--- src/artm_pkg.sv ---
package artm_pkg;

  localparam int BUFFER_BYTES = 128;
  localparam int WINDOW_BYTES = 11;

  localparam int BYTE_W    = 8;
  localparam int CMD_W     = 2;
  localparam int LIMIT_W   = 16;
  localparam int ELAPSED_W = LIMIT_W + 1;
  localparam int STATUS_W  = 3;

  // byte count only has to reach BUFFER_BYTES-2
  localparam int SEEN_W = $clog2(BUFFER_BYTES - 1);
  localparam logic [SEEN_W-1:0]    OVERRUN_AT  = SEEN_W'(BUFFER_BYTES - 2);
  localparam logic [ELAPSED_W-1:0] ELAPSED_MAX = '1;

  localparam logic [CMD_W-1:0] CMD_START = 2'd0;
  localparam logic [CMD_W-1:0] CMD_BYTE  = 2'd1;
  localparam logic [CMD_W-1:0] CMD_TICK  = 2'd2;

  localparam logic [STATUS_W-1:0] ST_DELIM   = 3'd5;
  localparam logic [STATUS_W-1:0] ST_TIMEOUT = 3'd6;
  localparam logic [STATUS_W-1:0] ST_OVERRUN = 3'd7;

  // APB register map
  localparam int APB_ADDR_W = 2;
  localparam int APB_DATA_W = 32;
  localparam logic [BYTE_W-1:0] DELIM_RESET = 8'd62;

  // queue between front and back
  localparam int QUEUE_AW    = 1;
  localparam int QUEUE_DEPTH = 1 << QUEUE_AW;
  localparam int QCOUNT_W    = $clog2(QUEUE_DEPTH + 1);

  // reply tags; byte k of an entry is the byte k places before the newest one
  localparam int TAG_COUNT = 5;
  localparam int TAG_MAX   = 11;
  localparam logic [BYTE_W-1:0] CR = 8'h0D;
  localparam logic [BYTE_W-1:0] LF = 8'h0A;

  typedef logic [TAG_MAX*BYTE_W-1:0] tag_text_t;

  localparam tag_text_t TAG_TEXT [TAG_COUNT] = '{
    (TAG_MAX*BYTE_W)'({CR, LF, "OK", CR, LF}),
    (TAG_MAX*BYTE_W)'({CR, LF, "ERROR", CR, LF}),
    (TAG_MAX*BYTE_W)'({CR, LF, "FAIL", CR, LF}),
    (TAG_MAX*BYTE_W)'({CR, LF, "SEND OK", CR, LF}),
    (TAG_MAX*BYTE_W)'({" CONNECT", CR, LF})
  };
  localparam int TAG_LEN [TAG_COUNT] = '{6, 9, 8, 11, 10};

  typedef logic [WINDOW_BYTES-1:0][BYTE_W-1:0] window_t;

  typedef enum logic [1:0] {
    KIND_START,
    KIND_BYTE,
    KIND_TICK
  } item_kind_t;

  typedef struct packed {
    item_kind_t          kind;
    logic [BYTE_W-1:0]   rx_byte;
    logic                use_delimiter;
    logic [LIMIT_W-1:0]  timeout_ms;
  } q_item_t;

  typedef struct packed {
    logic    push;
    q_item_t item;
  } front_req_t;

  // one bit per tag that ends at window[0]
  function automatic logic [TAG_COUNT-1:0] tag_hits(window_t w);
    logic [TAG_COUNT-1:0] hit;
    hit = '1;
    for (int t = 0; t < TAG_COUNT; t++) begin
      for (int k = 0; k < TAG_MAX; k++) begin
        if (k < TAG_LEN[t] && k < WINDOW_BYTES) begin
          if (w[k] != TAG_TEXT[t][k*BYTE_W +: BYTE_W]) begin
            hit[t] = 1'b0;
          end
        end
      end
    end
    return hit;
  endfunction

endpackage

--- src/at_response_tag_matcher.sv ---
// AT reply end detector. Takes one item per clock while in_ready is high: a
// start item arms a search (tag mode or single delimiter mode, plus a
// millisecond limit), byte items are matched against the newest 11 received
// bytes, tick items count milliseconds. At most one status comes out per
// search (tag number 0-4, 5 delimiter, 6 timeout, 7 overrun on the 127th
// byte); items after it are ignored until the next start. An item reaches
// the matcher through a 2-entry queue, and its result is registered in the
// output register. The matcher retires one item per cycle while the output
// register is free or being drained; with a result left waiting, the queue
// absorbs up to two more items before in_ready drops.
// delimiter_char sits at APB address 0 and resets to '>'.
module at_response_tag_matcher (
  input  logic                                 clk,
  input  logic                                 rst,
  input  logic                                 psel,
  input  logic                                 penable,
  input  logic                                 pwrite,
  input  logic [artm_pkg::APB_ADDR_W-1:0]      paddr,
  input  logic [artm_pkg::APB_DATA_W-1:0]      pwdata,
  output logic [artm_pkg::APB_DATA_W-1:0]      prdata,
  output logic                                 pready,
  input  logic                                 in_valid,
  output logic                                 in_ready,
  input  logic [artm_pkg::CMD_W-1:0]           command,
  input  logic [artm_pkg::BYTE_W-1:0]          rx_byte,
  input  logic                                 use_delimiter,
  input  logic [artm_pkg::LIMIT_W-1:0]         timeout_ms,
  output logic                                 out_valid,
  input  logic                                 out_ready,
  output logic [artm_pkg::STATUS_W-1:0]        status
);

  logic [artm_pkg::BYTE_W-1:0] delimiter_char;
  artm_pkg::front_req_t        req;
  artm_pkg::q_item_t           head;
  logic                        head_valid;
  logic                        queue_full;
  logic                        pop;
  logic                        reg_sel;

  // delimiter_char is the only register, at byte address 0
  assign reg_sel = (paddr == '0);
  assign pready  = 1'b1;
  assign prdata  = {{(artm_pkg::APB_DATA_W - artm_pkg::BYTE_W){1'b0}}, delimiter_char};

  always_ff @(posedge clk) begin
    if (rst) begin
      delimiter_char <= artm_pkg::DELIM_RESET;
    end else if (psel && penable && pwrite && pready && reg_sel) begin
      delimiter_char <= pwdata[artm_pkg::BYTE_W-1:0];
    end
  end

  artm_front u_front (
    .in_valid      (in_valid),
    .in_ready      (in_ready),
    .command       (command),
    .rx_byte       (rx_byte),
    .use_delimiter (use_delimiter),
    .timeout_ms    (timeout_ms),
    .queue_full    (queue_full),
    .req           (req)
  );

  artm_queue u_queue (
    .clk        (clk),
    .rst        (rst),
    .req        (req),
    .pop        (pop),
    .head_valid (head_valid),
    .head       (head),
    .full       (queue_full)
  );

  artm_back u_back (
    .clk            (clk),
    .rst            (rst),
    .head_valid     (head_valid),
    .head           (head),
    .pop            (pop),
    .delimiter_char (delimiter_char),
    .out_valid      (out_valid),
    .out_ready      (out_ready),
    .status         (status)
  );

endmodule

--- src/artm_front.sv ---
module artm_front (
  input  logic                                 in_valid,
  output logic                                 in_ready,
  input  logic [artm_pkg::CMD_W-1:0]           command,
  input  logic [artm_pkg::BYTE_W-1:0]          rx_byte,
  input  logic                                 use_delimiter,
  input  logic [artm_pkg::LIMIT_W-1:0]         timeout_ms,
  input  logic                                 queue_full,
  output artm_pkg::front_req_t                 req
);

  logic known;

  assign in_ready = !queue_full;

  // unused command codes are accepted and dropped here
  always_comb begin
    req.item.rx_byte       = rx_byte;
    req.item.use_delimiter = use_delimiter;
    req.item.timeout_ms    = timeout_ms;
    req.item.kind          = artm_pkg::KIND_START;
    known                  = 1'b1;
    unique case (command)
      artm_pkg::CMD_START: req.item.kind = artm_pkg::KIND_START;
      artm_pkg::CMD_BYTE:  req.item.kind = artm_pkg::KIND_BYTE;
      artm_pkg::CMD_TICK:  req.item.kind = artm_pkg::KIND_TICK;
      default:             known         = 1'b0;
    endcase
    req.push = in_valid && in_ready && known;
  end

endmodule

--- src/artm_queue.sv ---
module artm_queue (
  input  logic                 clk,
  input  logic                 rst,
  input  artm_pkg::front_req_t req,
  input  logic                 pop,
  output logic                 head_valid,
  output artm_pkg::q_item_t    head,
  output logic                 full
);

  artm_pkg::q_item_t                entries [artm_pkg::QUEUE_DEPTH];
  logic [artm_pkg::QUEUE_AW-1:0]    wr_ptr;
  logic [artm_pkg::QUEUE_AW-1:0]    rd_ptr;
  logic [artm_pkg::QCOUNT_W-1:0]    count;
  logic                             do_pop;

  assign head_valid = (count != '0);
  assign full       = (count == artm_pkg::QCOUNT_W'(artm_pkg::QUEUE_DEPTH));
  assign head       = entries[rd_ptr];
  assign do_pop     = pop && head_valid;

  always_ff @(posedge clk) begin
    if (req.push) begin
      entries[wr_ptr] <= req.item;
    end
  end

  always_ff @(posedge clk) begin
    if (rst) begin
      wr_ptr <= '0;
      rd_ptr <= '0;
      count  <= '0;
    end else begin
      if (req.push) begin
        wr_ptr <= wr_ptr + 1'b1;
      end
      if (do_pop) begin
        rd_ptr <= rd_ptr + 1'b1;
      end
      if (req.push && !do_pop) begin
        count <= count + 1'b1;
      end else if (!req.push && do_pop) begin
        count <= count - 1'b1;
      end
    end
  end

  a_no_overflow: assert property (@(posedge clk) disable iff (rst)
    full && !pop |-> !req.push)
    else $error("queue written while full");

endmodule

--- src/artm_back.sv ---
module artm_back (
  input  logic                                 clk,
  input  logic                                 rst,
  input  logic                                 head_valid,
  input  artm_pkg::q_item_t                    head,
  output logic                                 pop,
  input  logic [artm_pkg::BYTE_W-1:0]          delimiter_char,
  output logic                                 out_valid,
  input  logic                                 out_ready,
  output logic [artm_pkg::STATUS_W-1:0]        status
);

  artm_pkg::window_t                   window, window_next, shifted;
  logic [artm_pkg::SEEN_W-1:0]         bytes_seen, bytes_seen_next;
  logic [artm_pkg::ELAPSED_W-1:0]      elapsed_ms, elapsed_ms_next, elapsed_inc;
  logic [artm_pkg::LIMIT_W-1:0]        time_limit, time_limit_next;
  logic                                delimiter_mode, delimiter_mode_next;
  logic                                searching, searching_next;
  logic [artm_pkg::TAG_COUNT-1:0]      hits;
  logic                                has_result;
  logic [artm_pkg::STATUS_W-1:0]       result_code;

  assign pop     = head_valid && (!out_valid || out_ready);
  assign shifted = {window[artm_pkg::WINDOW_BYTES-2:0], head.rx_byte};
  assign hits    = artm_pkg::tag_hits(shifted);
  assign elapsed_inc = (elapsed_ms == artm_pkg::ELAPSED_MAX) ? elapsed_ms
                                                             : elapsed_ms + 1'b1;

  always_comb begin
    window_next         = window;
    bytes_seen_next     = bytes_seen;
    elapsed_ms_next     = elapsed_ms;
    time_limit_next     = time_limit;
    delimiter_mode_next = delimiter_mode;
    searching_next      = searching;
    has_result          = 1'b0;
    result_code         = artm_pkg::ST_OVERRUN;
    if (pop) begin
      case (head.kind)
        artm_pkg::KIND_START: begin
          window_next         = '0;
          bytes_seen_next     = '0;
          elapsed_ms_next     = '0;
          time_limit_next     = head.timeout_ms;
          delimiter_mode_next = head.use_delimiter;
          searching_next      = 1'b1;
        end
        artm_pkg::KIND_BYTE: begin
          if (searching) begin
            if (bytes_seen >= artm_pkg::OVERRUN_AT) begin
              has_result     = 1'b1;
              result_code    = artm_pkg::ST_OVERRUN;
              searching_next = 1'b0;
            end else begin
              bytes_seen_next = bytes_seen + 1'b1;
              window_next     = shifted;
              if (delimiter_mode) begin
                if (head.rx_byte == delimiter_char) begin
                  has_result  = 1'b1;
                  result_code = artm_pkg::ST_DELIM;
                end
              end else begin
                // walk down so the lowest tag number wins
                for (int t = artm_pkg::TAG_COUNT - 1; t >= 0; t--) begin
                  if (hits[t]) begin
                    has_result  = 1'b1;
                    result_code = artm_pkg::STATUS_W'(t);
                  end
                end
              end
              if (has_result) begin
                searching_next = 1'b0;
              end
            end
          end
        end
        artm_pkg::KIND_TICK: begin
          if (searching) begin
            elapsed_ms_next = elapsed_inc;
            if (elapsed_inc > {1'b0, time_limit}) begin
              has_result     = 1'b1;
              result_code    = artm_pkg::ST_TIMEOUT;
              searching_next = 1'b0;
            end
          end
        end
        default: ;
      endcase
    end
  end

  always_ff @(posedge clk) begin
    if (rst) begin
      window         <= '0;
      bytes_seen     <= '0;
      elapsed_ms     <= '0;
      time_limit     <= '0;
      delimiter_mode <= 1'b0;
      searching      <= 1'b0;
      out_valid      <= 1'b0;
    end else begin
      window         <= window_next;
      bytes_seen     <= bytes_seen_next;
      elapsed_ms     <= elapsed_ms_next;
      time_limit     <= time_limit_next;
      delimiter_mode <= delimiter_mode_next;
      searching      <= searching_next;
      if (pop) begin
        out_valid <= has_result;
      end else if (out_ready) begin
        out_valid <= 1'b0;
      end
    end
  end

  always_ff @(posedge clk) begin
    if (pop && has_result) begin
      status <= result_code;
    end
  end

  a_result_ends_search: assert property (@(posedge clk) disable iff (rst)
    pop && has_result |=> !searching && out_valid)
    else $error("search still armed after a result");

  a_seen_bound: assert property (@(posedge clk) disable iff (rst)
    bytes_seen <= artm_pkg::OVERRUN_AT)
    else $error("byte count past overrun point");

  a_elapsed_only_on_tick: assert property (@(posedge clk) disable iff (rst)
    !(pop && (head.kind == artm_pkg::KIND_TICK || head.kind == artm_pkg::KIND_START))
    |=> $stable(elapsed_ms))
    else $error("elapsed time moved without a tick");

endmodule
--- config.mk ---
export PLATFORM = sky130hd
export DESIGN_NAME = at_response_tag_matcher
export DESIGN_NICKNAME = d
export VERILOG_FILES = /design/src/artm_pkg.sv /design/src/at_response_tag_matcher.sv /design/src/artm_front.sv /design/src/artm_queue.sv /design/src/artm_back.sv
export SDC_FILE = /design/constraint.sdc
export NUM_CORES = 1
export LEC_CHECK = 0
export ABC_AREA = 1
export ABC_CLOCK_PERIOD_IN_PS = 3300
export BUFFER_PORTS_ARGS = -buffer_cell sky130_fd_sc_hd__buf_2
export CAP_MARGIN = 20
export CORE_ASPECT_RATIO = 1.1
export CORE_MARGIN = 10
export CORE_UTILIZATION = 45
export CTS_CLUSTER_SIZE = 24
export DETAILED_ROUTE_END_ITERATION = 10
export PLACE_DENSITY_LB_ADDON = 0.1
export SETUP_SLACK_MARGIN = 0.2
export SLEW_MARGIN = 20
export SYNTH_ARGS = -nofsm -noshare
export SYNTH_HDL_FRONTEND = slang
export SYNTH_SLANG_ARGS = --single-unit
--- constraint.sdc ---
create_clock -name clk -period 3.3 [get_ports clk]
set_clock_uncertainty 0.1 [all_clocks]
set_input_delay 0.33 -clock clk [delete_from_list [all_inputs] [get_ports clk]]
set_output_delay 0.33 -clock clk [all_outputs]
set_load 0.01 [all_outputs]
Yosys cells after proc, flatten, opt, wreduce, memory -nomap -nowiden
Memories as Yosys holds them, arrays and structs flattened. A register that Yosys moved wholly into a read port is not among the register bits.
Index checks and enable logic that the tools add are counted.
{"block": "totals", "latch_bits": 0, "ramBits": 54, "romBits": 0, "regBits": 138, "memories": 1}
{"memory": "u_queue.entries", "words": 2, "width": 27, "read_ports": 1, "rd_clocked_by_memory_dff": 1, "write_ports": 1, "line": "artm_queue.sv:11", "source": "artm_pkg::q_item_t entries [artm_pkg::QUEUE_DEPTH];"}
{"block": "op_classes", "reduce_logical": 29, "div_mod_pow": 0, "n_lt_le_gt_ge": 2, "bitwise": 0, "muxes": 88, "mul": 0, "n_eq_ne": 42, "shifts": 0, "n_addsub": 6}
{"operator": "80-bit two-way mux", "n": 2}
{"operator": "8-bit by 7-bit inequality test with 1-bit output, second input constant", "n": 20}
{"operator": "80-bit one-hot mux with 2 select lines", "n": 1}
{"operator": "8-bit by 4-bit inequality test with 1-bit output, second input constant", "n": 10}
{"operator": "1-bit two-way mux", "n": 63}
{"operator": "17-bit two-way mux", "n": 2}
{"operator": "17-bit one-hot mux with 2 select lines", "n": 1}
{"operator": "3-bit two-way mux", "n": 8}
{"operator": "17-bit by 1-bit adder with 17-bit output, second input constant", "n": 1}
{"operator": "17-bit == test, second input constant", "n": 1}
{"operator": "17-bit by 16-bit > comparator with 1-bit output", "n": 1}
{"operator": "8-bit by 6-bit inequality test with 1-bit output, second input constant", "n": 2}
{"operator": "7-bit two-way mux", "n": 2}
{"operator": "7-bit one-hot mux with 2 select lines", "n": 1}
{"operator": "1-bit logical AND", "n": 10}
{"operator": "2-bit nonzero test", "n": 5}
{"operator": "8-bit == test", "n": 1}
{"operator": "2-bit two-way mux", "n": 4}
{"operator": "7-bit by 1-bit adder with 7-bit output, second input constant", "n": 1}
{"operator": "7-bit greater-or-equal comparator, second input constant", "n": 1}
{"operator": "2-bit == test, second input constant", "n": 3}
{"operator": "2-bit logical NOT", "n": 3}
{"operator": "3-bit one-hot mux with 2 select lines", "n": 1}
{"operator": "2-bit by 1-bit == test with 1-bit output, second input constant", "n": 2}
{"operator": "other kinds (15)", "n": 21}

Logic depth before layout (Yosys ltp)
Gate-level depths: netlist of the first run.
{"block": "logic_depth", "word_depth": 26, "ltp_mapped": 23, "depth_no_buf": 23}

Modules after synthesis
A second synthesis of the first run with hierarchy kept.
{"block": "hier_totals", "cells_unflattened": 1169, "hier_area_um2": 9836.9}
{"module": "artm_back", "cells_per_inst": 940, "area_per_inst_um2": 6782.8, "instances": 1}
{"module": "artm_queue", "cells_per_inst": 119, "area_per_inst_um2": 2283.4, "instances": 1}
{"module": "at_response_tag_matcher", "cells_per_inst": 76, "area_per_inst_um2": 548.0, "instances": 1}
{"module": "artm_front", "cells_per_inst": 34, "area_per_inst_um2": 222.7, "instances": 1}

Worst setup path before layout of the first run
Ideal clock, no wire load.
{"block": "synth_timing", "path_kind": "register -> register", "start": "register u_back.elapsed_ms[0] in the netlist's numbering", "end": "register u_back.status[0] in the netlist's numbering, enable pin", "setup_slack_ps": 347, "setup_time_ps": 300, "arrival_ps": 2553, "path_buffers": 0, "t_required_ps": 2900, "stages_incl_launch_ff": 21, "cell_sequence": "dfxtp_1 ha_1 nand2_1 nor3_2 nand4_1 nor2_2 nand2_2 nand2_1 nor2_1 xor2_1 ha_1 nand2_1 nor3_1 nand2_1 nand2_1 nand2_1 nand2_1 nand2_1 nand2_1 nand4_2 inv_1"}
{"block": "synth_between", "elab_chain_len": 8, "elab_cells_between_ends": 9}
{"item": "start: declaration", "line": "artm_back.sv:15", "source": "logic [artm_pkg::ELAPSED_W-1:0] elapsed_ms, elapsed_ms_next, elapsed_inc;"}
{"item": "start signal: assignment", "line": "artm_back.sv:104", "source": "elapsed_ms <= elapsed_ms_next;"}
{"item": "17-bit by 1-bit adder with 17-bit output or 17-bit == test (tied branches)", "line": "artm_back.sv:27, artm_back.sv:26"}
{"item": "17-bit two-way mux (*)", "line": "artm_back.sv:26", "source": "assign elapsed_inc = (elapsed_ms == artm_pkg::ELAPSED_MAX) ? elapsed_ms"}
{"item": "17-bit by 16-bit > comparator with 1-bit output (*)", "line": "artm_back.sv:80", "source": "if (elapsed_inc > {1'b0, time_limit}) begin"}
{"item": "1-bit two-way mux (*)", "line": "artm_back.sv:80"}
{"item": "1-bit two-way mux (*)", "line": "artm_back.sv:78", "source": "if (searching) begin"}
{"item": "1-bit one-hot mux with 2 select lines (*)", "line": "artm_back.sv:39", "source": "case (head.kind)"}
{"item": "1-bit two-way mux (*)", "line": "artm_back.sv:38", "source": "if (pop) begin"}
{"item": "1-bit logical AND (*)", "line": "artm_back.sv:117", "source": "if (pop && has_result) begin"}
{"item": "end signal: assignment", "line": "artm_back.sv:118", "source": "status <= result_code;"}
{"item": "end: declaration", "line": "artm_back.sv:10", "source": "output logic [artm_pkg::STATUS_W-1:0] status"}
Every way passes the cells marked *; elsewhere a longest branch is shown, timed or not.
A chain may end at the register's enable or synchronous reset.

Worst setup path in the final report of the first run
{"block": "layout_timing", "start": "register u_back.elapsed_ms[0] in the netlist's numbering", "end": "register u_back.out_valid"}
{"block": "layout_between", "elab_chain_len": 8, "elab_cells_between_ends": 9}
{"item": "17-bit by 1-bit adder with 17-bit output or 17-bit == test (tied branches)", "line": "artm_back.sv:27, artm_back.sv:26"}
{"item": "17-bit two-way mux (*)", "line": "artm_back.sv:26"}
{"item": "17-bit by 16-bit > comparator with 1-bit output (*)", "line": "artm_back.sv:80"}
{"item": "1-bit two-way mux (*)", "line": "artm_back.sv:80"}
{"item": "1-bit two-way mux (*)", "line": "artm_back.sv:78"}
{"item": "1-bit one-hot mux with 2 select lines (*)", "line": "artm_back.sv:39"}
{"item": "1-bit two-way mux (*)", "line": "artm_back.sv:38"}
{"item": "1-bit two-way mux (*)", "line": "artm_back.sv:108", "source": "if (pop) begin"}
{"item": "end signal: assignment", "line": "artm_back.sv:109", "source": "out_valid <= has_result;"}
{"item": "end: declaration", "line": "artm_back.sv:8", "source": "output logic out_valid,"}
Marks and branches as above.

==> results of run 1 <==
cells in the mapped netlist (all sizes together):
cell type and instances:
a211oi 51, a21o 1, a21oi 121, a31oi 17
and2 1, and3 2, and3b 2, buf 41
clkbuf 35, conb 2, dfxtp 136, edfxtp 57
ha 24, inv 128, mux2i 1, nand2 248
nand3 64, nand3b 1, nand4 15, nor2 114
nor3 17, nor3b 2, nor4 4, o211a 3
o211ai 3, o21a 1, o21ai 41, o22ai 2
or2 4, xnor2 3, xor2 12
sequential cells by signal (all words and copies together), names as in the netlist, named ones only:
| register | cells |
|---|---|
| u_back.time_limit | 16 |
| u_back.elapsed_ms | 17 |
| u_back.shifted | 80 |
| u_queue.count | 2 |
| u_queue.entries | 54 |
| u_queue.rd_ptr | 1 |
| u_back.delimiter_mode | 1 |
| u_back.status | 3 |
| u_back.out_valid | 1 |
| u_back.searching | 1 |
| delimiter_char | 8 |
| u_back.bytes_seen | 7 |
| u_queue.wr_ptr | 1 |
power groups by stage:
stage          Combinational (uW)  Sequential, uW  Clock [uW]
3_3_place_gp                 2620            3350           0
2_1_floorplan                2050            3230           0
4_1_cts                      2690            3300        2120
5_1_grt                      3090            3370        2220
3_5_place_dp                 2640            3350           0
6_report                     2690            3300        2080
cell usage in the layout, fill, tap and decap left out, types with 25 or more instances in the layout:
cell / instances
dlygate4sd3_1: 30
inv_1: 118
nand3_1: 61
buf_2: 55
buf_4: 27
nor2_1: 104
a21oi_1: 117
conb_1: 25
o21ai_0: 35
a211oi_1: 51
dfxtp_1: 133
nand2_1: 234
edfxtp_1: 57
cell families (layout without fill, tap and decap cells):
kind of cell	count (synthesis)	count (layout)	synth area share
buffers and inverters	204	273	0.09623
multiplexers	1	1	0.001086
AND/OR/NAND/NOR	474	474	0.2219
XOR/XNOR	15	15	0.01425
adder cells (fa/ha/maj)	24	24	0.03257
other	2	25	0.0008146
flip-flops	193	193	0.4810
AO/OA/AOI/OAI	240	240	0.1521
cell type report:
| class | instances | area [sq um] |
|---|---|---|
| flip-flops and latches | 193 | 4441 |
| repair buffers | 113 | 798.3 |
| well taps | 252 | 315.3 |
| inverters | 128 | 485.5 |
| clock inverters | 15 | 171.4 |
| fillers | 1925 | 9269 |
| clock buffers | 17 | 425.4 |
| multi-input cells | 779 | 4094 |
through the flow:
| step | total power (uW) | std cells | hold WS (ns) | worst slack (ns) |
|---|---|---|---|---|
| after floorplan | 5281 | 1176 | 0.3222 | 0.3472 |
| after global placement | 5971 | 1424 | 0.3340 | 0.05909 |
| after detailed placement | 5985 | 1424 | 0.3393 | -0.03214 |
| after CTS | 8111 | 1493 | 0.0006941 | 0.2135 |
| after global routing | 8683 | 1497 | 0.01755 | 0.005410 |
| final | 8071 | 1497 | 0.009172 | 0.2604 |
worst register-to-register path, stage by stage, from the launching register on:
cell and delay [ns]:
dfxtp_2 0.36, ha_4 0.16, nand2_4 0.06, nor3_4 0.19, nand4_1 0.16, nor2_2 0.18
nand2_4 0.13, nand2_2 0.11, nor2_1 0.07, xor2_1 0.20, ha_1 0.29, a21oi_2 0.13
nor3_1 0.05, a211oi_1 0.17, nand2_1 0.07, nand2_1 0.06, nand2_1 0.05, nand2_2 0.08
nand2_4 0.07, nand4_4 0.09, buf_4 0.12, a21oi_2 0.04
routing by layer:
| metal | vias to the layer above | GRT usage | share of wire |
|---|---|---|---|
| met1 | 3435 | 0.2099 | 0.47 |
| li1 | 3962 | - | - |
| met4 | 0 | 0.04928 | 0.014 |
| met3 | 23 | 0.03227 | 0.037 |
| met5 | - | 0 | 0 |
| met2 | 121 | 0.2664 | 0.48 |
repair_timing:
item	in CTS	in global routing
endpoints found under the hold margin	55	0
setup buffers	7	4
endpoints found under the setup margin	6	102
cloned	0	0
pin swaps	4	8
hold buffers	30	0
resized for setup	10	18
final timing paths:
check | from | end | depth (start not counted)
worst max register to register | u_back.elapsed_ms[0] | u_back.out_valid | 21
worst min-delay path | pwdata[1] | delimiter_char[1] | 3
worst min register to register | u_queue.rd_ptr | flip-flop | 1
worst max-delay path | u_back.elapsed_ms[0] | u_back.out_valid | 21
==> flow_metrics.py, run 1 <==
metrics = {
    "timing": {
        "period_minus_slack_ns": 3.040,
        "slew_headroom": 0.3738,
        "fmax_mhz": 329.0,
        "fin_crit_sh": 0.9211,
        "hold_viol": 0,
        "worstMarginPinSlew_ns": 0.9382,
        "setup_violations": 0,
        "report.final.slew_viol_count": 0,
        "setup_tns_ns": 0,
        "rsz0062_at_grt": "yes",
    },
    "run": {
        "maxCapViolCount": 0,
    },
    "grt": {
        "grt.overflow.total": 0,
        "antenna_found_initial": 0,
        "grt_pass1_vias": 7147,
        "grt_pass1_wl_mm": 35.07,
        "grt_max_degree": 88,
        "grtUsageTotal": 0.1618,
    },
    "floorplan": {
        "core_area_sq_um": 20000,
        "die_x_um": 156.5,
        "placementRows": 54,
        "die_y_um": 170.1,
        "io_pins": 106,
        "die-area_sq_um": 26620,
        "start_util": 0.4610,
    },
    "clocking": {
        "clock-sinks": 193,
        "cts_tree": "yes",
        "htreeDepth": 4,
        "clock-root-buffer": "clkbuf_16",
        "numCtsBuffers": 17,
        "path_clk_slew_ns": 0.07,
        "clk_latency_ns": 0.44,
        "clockBufferDepth": 2,
    },
    "critical_path": {
        "path_max_fanout": 8,
        "cp_top_family": "simple AND/OR/NAND/NOR gates",
        "path_buf_inv": 1,
        "crit_path_end_kind": "flip-flop",
        "reg2reg_slack_ns": 0.26,
        "worstPathRequired_ns": 3.52,
        "crit_type": "flip-flop to flip-flop",
        "cp_slowest_cell": "dfxtp_2",
        "cp-start-kind": "flip-flop",
        "critPathMaxStageDelay_ns": 0.36,
        "arrival_ns": 3.25,
        "cp_cell_sequence": "ha_4 -> nand2_4 -> nor3_4 -> nand4_1 -> nor2_2 -> nand2_4 -> nand2_2 -> nor2_1 -> xor2_1 -> ha_1 -> a21oi_2 -> nor3_1 -> a211oi_1 -> nand2_1 -> nand2_1 -> nand2_1 -> nand2_2 -> nand2_4 -> nand4_4 -> buf_4 -> a21oi_2",
    },
    "route": {
        "vias_per_cell": 5.037,
        "drcViolationCount": 0,
        "wire_per_inst_um": 14.33,
        "firstDrtPassIters": 6,
        "drt-total-wl_mm": 21.46,
        "final_antenna_net_count": 0,
        "dr.first_iter.drc_count": 393,
        "vias": 7541,
    },
    "pwr": {
        "leakagePower_uw": 0.004226,
        "comb_power_share": 0.334,
        "power.density_nw_per_um2": 752.2,
        "ir_drop_mv": 0.4078,
        "swShare": 0.3926,
        "pwr-share-seq": 0.409,
        "p_int_uw": 4903,
        "switchingPower_uw": 3168,
        "pwr-share-clk": 0.257,
    },
    "synth": {
        "seq_area_frac_synth": 0.4810,
        "synthTopCellsByArea": "dfxtp_1 30%, edfxtp_1 19%, nand2_1 9.7%",
        "yosysTopAreaCell": "dfxtp_1",
        "ys_warn_count": 0,
        "synth_area_sq_um": 9219,
        "ys_types": 45,
        "synth_top_area_frac": 0.2953,
        "synth_seq_cells": 193,
        "syn_avg_cell_area_sq_um": 7.996,
        "synth_cells": 1153,
    },
    "worst_hold_path": {
        "hold_path_class": "primary input to flip-flop",
    },
    "placement": {
        "place_congestion": 0.8623,
        "dp_hpwl_mm": 15.03,
        "placed_area_sq_um": 9647,
        "io_buffers": 56,
    },
    "outcome": {
        "status": "complete, no violations",
    },
    "cells_and_area": {
        "stdcell_area_sq_um": 10730,
        "antenna_cells": 0,
        "drive_above_1_share": 0.1414,
        "nets": 1324,
        "final_util": 0.5365,
        "syn2layout_area_growth_pct": 16.40,
    },
}
No activity file was read; power rests on OpenSTA's default activity.
==> run 2: changes to the inputs <==
--- a/config.mk
+++ b/config.mk
@@ -7,7 +7,7 @@
 export LEC_CHECK = 0
 export ABC_AREA = 1
 export ABC_CLOCK_PERIOD_IN_PS = 3300
-export BUFFER_PORTS_ARGS = -buffer_cell sky130_fd_sc_hd__buf_2
+export BUFFER_PORTS_ARGS = -buffer_cell sky130_fd_sc_hd__buf_4
 export CAP_MARGIN = 20
 export CORE_ASPECT_RATIO = 1.1
 export CORE_MARGIN = 10
==> run 2 against run 1 <==
Compared with the run above: clock power is 2% higher; power is 1.3% higher; via count is 1.2% higher; sequential cell count stayed put; register-to-register slack worse by 0.04 ns; die area stayed put; largest power group unchanged; maximum frequency is 1.2% lower; sequential share of layout area is 0.91 points lower; routed wire length is 3.0% higher; core utilization is 1.2 points higher; cell area is 2.2% higher.
==> flow_metrics.py, run 2 (same netlist as run 1, synthesis figures left out) <==
metrics = {
    "placement": {
        "place_congestion": 0.8644,
        "dp_hpwl_mm": 15.42,
        "io_buffers": 56,
        "pre_cts_slack_ns": 0.06711,
    },
    "floorplan": {
        "io_pins": 106,
        "placementRows": 54,
        "start_util": 0.4610,
        "die-area_sq_um": 26620,
        "die_y_um": 170.1,
        "core_area_sq_um": 20000,
        "die_x_um": 156.5,
    },
    "run": {
        "maxCapViolCount": 0,
    },
    "route": {
        "drcViolationCount": 0,
        "vias_per_cell": 5.072,
        "wire_per_inst_um": 14.69,
        "dr.first_iter.drc_count": 392,
        "final_antenna_net_count": 0,
        "drt-total-wl_mm": 22.11,
        "vias": 7633,
        "firstDrtPassIters": 5,
    },
    "critical_path": {
        "crit_top_cell": "nand2_1",
        "crit_type": "flip-flop to flip-flop",
        "critPathMaxStageDelay_ns": 0.36,
        "cp_top_family": "simple AND/OR/NAND/NOR gates",
        "crit_path_end_kind": "flip-flop",
        "cp-start-kind": "flip-flop",
        "cp_slowest_cell": "dfxtp_2",
        "path_max_fanout": 8,
        "arrival_ns": 3.13,
        "cp_cell_sequence": "ha_4 -> nand2_4 -> nor3_4 -> nand4_1 -> nor2_2 -> nand2_4 -> nand4_1 -> buf_4 -> nor3_2 -> nor2_2 -> ha_2 -> nand2_2 -> nor3_2 -> nand2_1 -> nand2_1 -> nand2_1 -> nand2_1 -> nand2_1 -> nand2_2 -> nand4_4 -> inv_2",
        "path_buf_inv": 2,
        "worstPathRequired_ns": 3.36,
    },
    "timing": {
        "fin_ws_ns": 0.2246,
        "slew_headroom": 0.3253,
        "period_minus_slack_ns": 3.075,
        "report.final.slew_viol_count": 0,
        "hold_viol": 0,
        "hold-worst-slack_ns": 0.01154,
        "rsz0062_at_grt": "yes",
        "fin_crit_sh": 0.9319,
        "setup_violations": 0,
        "worstMarginPinSlew_ns": 1.011,
        "setup_tns_ns": 0,
        "fmax_mhz": 325.2,
    },
    "grt": {
        "antenna_found_initial": 0,
        "grt_use_met1": 0.2211,
        "grt_pass1_wl_mm": 36.58,
        "met2_usage": 0.2708,
        "grt_pass1_vias": 7426,
        "top_usage_layer": "met2",
        "grt.overflow.total": 0,
        "grt_max_degree": 74,
        "grtUsageTotal": 0.1669,
        "grt_use_met3": 0.03127,
    },
    "clocking": {
        "clock-sinks": 193,
        "clock-root-buffer": "clkbuf_16",
        "clk_latency_ns": 0.44,
        "path_clk_slew_ns": 0.08,
        "clockBufferDepth": 2,
        "htreeDepth": 4,
        "cts_tree": "yes",
        "numCtsBuffers": 17,
    },
    "cells_and_area": {
        "final_cell_mix": "235 x nand2_1, 133 x dfxtp_1, 117 x inv_1, 117 x a21oi_1, 102 x nor2_1",
        "final_util": 0.5483,
        "drive_above_1_share": 0.1526,
        "layout_commonest_cell": "nand2_1",
        "syn2layout_area_growth_pct": 18.95,
        "largest_reg_flops": 80,
        "nets": 1331,
    },
    "pwr": {
        "leakagePower_uw": 0.004318,
        "swShare": 0.4004,
        "p_int_uw": 4901,
        "switchingPower_uw": 3272,
        "ir_drop_mv": 0.4047,
        "power.density_nw_per_um2": 745.4,
        "comb_power_share": 0.337,
        "pwr-share-seq": 0.404,
        "pwr-share-clk": 0.260,
    },
    "worst_hold_path": {
        "hold_path_class": "primary input to flip-flop",
    },
    "outcome": {
        "status": "complete, no violations",
    },
}
[run 2: changes by cell type in the layout (fill, tap and decap cells not counted), sizes merged]
cell and delta:
buf +7, bufinv -1, clkinv +1, diode +1
[run 2: path summary, 6_finish.rpt]
| check | depth (start not counted) | slack [ns] | start | to |
|---|---|---|---|---|
| max | 21 | 0.22 | u_back.elapsed_ms[1] | u_back.status[0] |
| min | 3 | 0.01 | pwdata[6] | delimiter_char[6] |
| min reg2reg | 1 | 0.36 | u_back.bytes_seen[6] | u_back.bytes_seen[6] |
| max reg2reg | 21 | 0.22 | u_back.elapsed_ms[1] | u_back.status[0] |
[run 2: per-stage QoR]
step | instances | instance area [sq um] | total power [uW]
final | 1505 | 10970 | 8173
after global routing | 1504 | 10960 | 8762
after CTS | 1496 | 10800 | 8212
after detailed placement | 1433 | 9839 | 6046
after global placement | 1433 | 9839 | 6012
after floorplan | 1176 | 9305 | 5281
[run 2: cell type report]
cell class | count | area (sq um)
multi-input cells | 779 | 4123
clock inverters | 15 | 201.4
well taps | 252 | 315.3
inverters | 128 | 480.5
diodes | 1 | 2.502
clock buffers | 17 | 425.4
flip-flops and latches | 193 | 4438
repair buffers | 120 | 979.7
fillers | 1919 | 9034
[run 2: timing repair]
item | in CTS | in global routing
gates resized for setup | 8 | 24
setup endpoints to repair | 6 | 32
pin swaps | 3 | 14
hold buffers | 30 | 0
hold endpoints to repair | 55 | 0
buffers inserted | 1 | 8
[run 2: routing by layer]
metal	wire length (um)	vias up
met5	0	-
li1	-	3978
met3	749	28
met2	10330	129
met1	10710	3498
met4	317	0
[run 2: tightest hold or removal path, delay by kind of cell]
| kind | cells | cell delay (ns) |
|---|---|---|
| simple gates | 2 | 0.11 |
| buf+inv | 1 | 0.08 |
[run 2: power groups by stage]
stage	Combinational, uW	Clock [uW]	Sequential, uW
floorplan	2050	0	3230
global placement	2680	0	3330
detailed placement	2700	0	3340
CTS	2760	2160	3290
global route	3140	2270	3360
finish	2750	2120	3300
==> run 3: changes to the inputs <==
--- a/config.mk
+++ b/config.mk
@@ -5,8 +5,8 @@
 export SDC_FILE = /design/constraint.sdc
 export NUM_CORES = 1
 export LEC_CHECK = 0
-export ABC_AREA = 1
-export ABC_CLOCK_PERIOD_IN_PS = 3300
+export ABC_AREA = 0
+export ABC_CLOCK_PERIOD_IN_PS = 2750
 export BUFFER_PORTS_ARGS = -buffer_cell sky130_fd_sc_hd__buf_4
 export CAP_MARGIN = 20
 export CORE_ASPECT_RATIO = 1.1
@@ -16,7 +16,6 @@
 export DETAILED_ROUTE_END_ITERATION = 10
 export PLACE_DENSITY_LB_ADDON = 0.1
 export SETUP_SLACK_MARGIN = 0.2
-export SLEW_MARGIN = 20
 export SYNTH_ARGS = -nofsm -noshare
 export SYNTH_HDL_FRONTEND = slang
 export SYNTH_SLANG_ARGS = --single-unit
==> constraint.sdc (replaced) <==
create_clock -name clk -period 2.75 [get_ports clk]
set_clock_uncertainty 0.1 [all_clocks]
set_input_delay 0.275 -clock clk [delete_from_list [all_inputs] [get_ports clk]]
set_output_delay 0.275 -clock clk [all_outputs]
set_load 0.01 [all_outputs]
==> run 3 against run 2 <==
Compared with the run above: the run now ends with negative setup slack left; via count decreased by 5.7%; maximum frequency decreased by 14%; non-clock buffer count increased by 42; register-to-register slack got worse by 1.1 ns; routed wire length decreased by 1.5%; power decreased by 1.6%; core utilization increased by 2.3 points; count of clock-buffer cells in the layout unchanged; critical path depth decreased by 6; sequential power about the same; sequential cell count unchanged; worst setup slack got worse by 1.1 ns.
==> flow_metrics.py, run 3 <==
metrics = {
    "cells_and_area": {
        "largest_reg_flops": 80,
        "nets": 1176,
        "drive_above_1_share": 0.2042,
        "syn2layout_area_growth_pct": 24.91,
        "antenna_cells": 0,
        "final_cell_mix": "132 x dfxtp_1, 127 x buf_4, 105 x nand2_1",
        "n_fill_cell": 1730,
        "layout_commonest_cell": "dfxtp_1",
    },
    "route": {
        "vias_per_cell": 5.338,
        "firstDrtPassIters": 5,
        "drcViolationCount": 0,
        "vias": 7201,
        "wire_per_inst_um": 16.15,
        "dr.first_iter.drc_count": 496,
        "drt-total-wl_mm": 21.79,
        "final_antenna_net_count": 0,
    },
    "floorplan": {
        "io_pins": 106,
        "placementRows": 54,
        "die-area_sq_um": 26190,
        "die_x_um": 155.2,
        "core_area_sq_um": 19800,
        "start_util": 0.4571,
        "die_y_um": 168.7,
    },
    "synth": {
        "synth_most_common_cell": "dfxtp_1",
        "seq_area_frac_synth": 0.4900,
        "synth_seq_cells": 193,
        "synthTopCellsByArea": "dfxtp_1 30%, edfxtp_1 19%, a21oi_1 5.1%",
        "synth_cells": 963,
        "synth_area_sq_um": 9050,
        "ys_types": 69,
        "ys_async_sr_fraction": 0,
        "ys_warn_count": 0,
        "ys_dominant_reg_cell": "dfxtp_1",
        "ys_top_cells_by_count": "136 x dfxtp_1, 106 x nand2_1, 92 x a21oi_1",
        "yosysTopAreaCell": "dfxtp_1",
        "synth_top_area_frac": 0.3008,
        "synth_edf_count": 57,
        "syn_avg_cell_area_sq_um": 9.398,
    },
    "grt": {
        "grtUsageTotal": 0.1651,
        "antenna_found_initial": 0,
        "grt_max_degree": 77,
        "grt.overflow.total": 0,
        "grt_pass1_vias": 7010,
        "grt_pass1_wl_mm": 35.87,
    },
    "pwr": {
        "ir_drop_mv": 0.4402,
        "power.density_nw_per_um2": 711.7,
        "total_power_uw": 8046,
        "leakagePower_uw": 0.004173,
    },
    "timing": {
        "period_minus_slack_ns": 3.592,
        "fin_ws_ns": -0.8418,
        "setup_violations": 6,
        "rsz0062_at_grt": "yes",
        "fin_crit_sh": 1.306,
        "fmax_mhz": 278.4,
        "setup_tns_ns": -4.754,
        "slew_headroom": 0.5768,
        "report.final.slew_viol_count": 0,
        "hold_viol": 0,
        "worstMarginPinSlew_ns": 0.6329,
    },
    "clocking": {
        "clockBufferDepth": 2,
        "numCtsBuffers": 17,
        "clock-root-buffer": "clkbuf_16",
        "clk_latency_ns": 0.44,
        "path_clk_slew_ns": 0.07,
        "cts_tree": "yes",
        "htreeDepth": 4,
        "clock-sinks": 193,
    },
    "run": {
        "maxCapViolCount": 0,
    },
    "critical_path": {
        "worstSetupPathDepth": 15,
        "critPathMaxStageDelay_ns": 0.48,
        "cp_slowest_cell": "a2111o_1",
        "path_max_fanout": 4,
        "path_buf_inv": 3,
        "cp_top_family": "simple AND/OR/NAND/NOR gates",
        "crit_top_cell": "buf_4",
        "worstRegToRegCells": 15,
        "crit_path_end_kind": "flip-flop",
        "cp-start-kind": "flip-flop",
        "arrival_ns": 3.68,
        "crit_type": "flip-flop to flip-flop",
        "worstPathRequired_ns": 2.84,
        "cp_cell_sequence": "ha_4 -> nand4_1 -> nand4b_1 -> o2111a_1 -> buf_4 -> buf_4 -> xor2_1 -> ha_1 -> nand4_1 -> buf_4 -> nor4_2 -> a22oi_1 -> a2111o_1 -> nor2b_4 -> nor3b_4",
    },
    "worst_hold_path": {
        "hold_path_class": "primary input to flip-flop",
        "hold_path_depth": 2,
    },
    "outcome": {
        "status": "complete, but fails checks",
        "violations": "negative setup slack",
    },
    "placement": {
        "place_congestion": 0.8698,
        "io_buffers": 56,
        "dp_hpwl_mm": 15.06,
    },
}
[run 3: layer usage]
metal,vias to the layer above,GRT usage,wire length [um]
met1,3369,0.2209,10160
met5,-,0,0
met2,163,0.2614,10330
met4,0,0.04845,300
li1,3644,-,-
met3,25,0.03650,995
[run 3: what timing repair did]
action                                  in CTS  in global routing
endpoints found under the setup margin       8                 10
setup buffers                                4                  8
hold buffers                                28                  0
endpoints found under the hold margin       53                  0
pin swaps                                   15                 14
resized for setup                           12                 25
[run 3: worst paths after layout]
check,start,endpoint,slack (ns)
setup / recovery,u_back.elapsed_ms[0],u_back.status[1],-0.84
hold / removal,command[1],u_queue.entries[0][25],0.04
setup reg to reg,u_back.elapsed_ms[0],u_back.status[1],-0.84
hold reg to reg,u_back.shifted[80],u_back.shifted[80],0.35
[run 3: through the flow]
step           instances  worst slack, ns  area (sq um)  hold WS [ns]  utilization
6_report            1349          -0.8418         11300       0.04087       0.5710
5_1_grt             1349           -1.040         11300       0.03642       0.5710
4_1_cts             1341          -0.9599         11080       0.02731       0.5595
3_5_place_dp        1277           -1.012         10110        0.3406       0.5106
3_3_place_gp        1277          -0.9328         10110        0.3339       0.5106
2_1_floorplan        986          -0.8289          9295        0.2739            -
[run 3: cells by family (layout without fill, tap and decap cells)]
group,after synthesis,in the layout,share of synthesized area
fa+ha+maj,24,24,0.03318
xor+xnor,32,32,0.03097
mux,34,34,0.03802
compound gates,174,174,0.1226
flops,193,193,0.4900
other cells,2,25,0.0008298
simple gates,389,389,0.2216
buf+inv,115,226,0.06277
[run 3: power by group]
part	internal (uW)	switching [uW]	total, uW
Clock	1310	1210	2520
Combinational	902	1340	2240
Sequential	3160	125	3290
Total	5370	2680	8050
[run 3: layout make-up]
type,count,area (sq um),share of cell area
multi-input combinational,678,4443,0.3930
sequential,193,4447,0.3934
tap,252,315.3,0.02789
clock inverter,15,180.2,0.01594
clock buffer,17,425.4,0.03763
timing repair buffer,162,1374,0.1215
inverter,32,120.1,0.01063
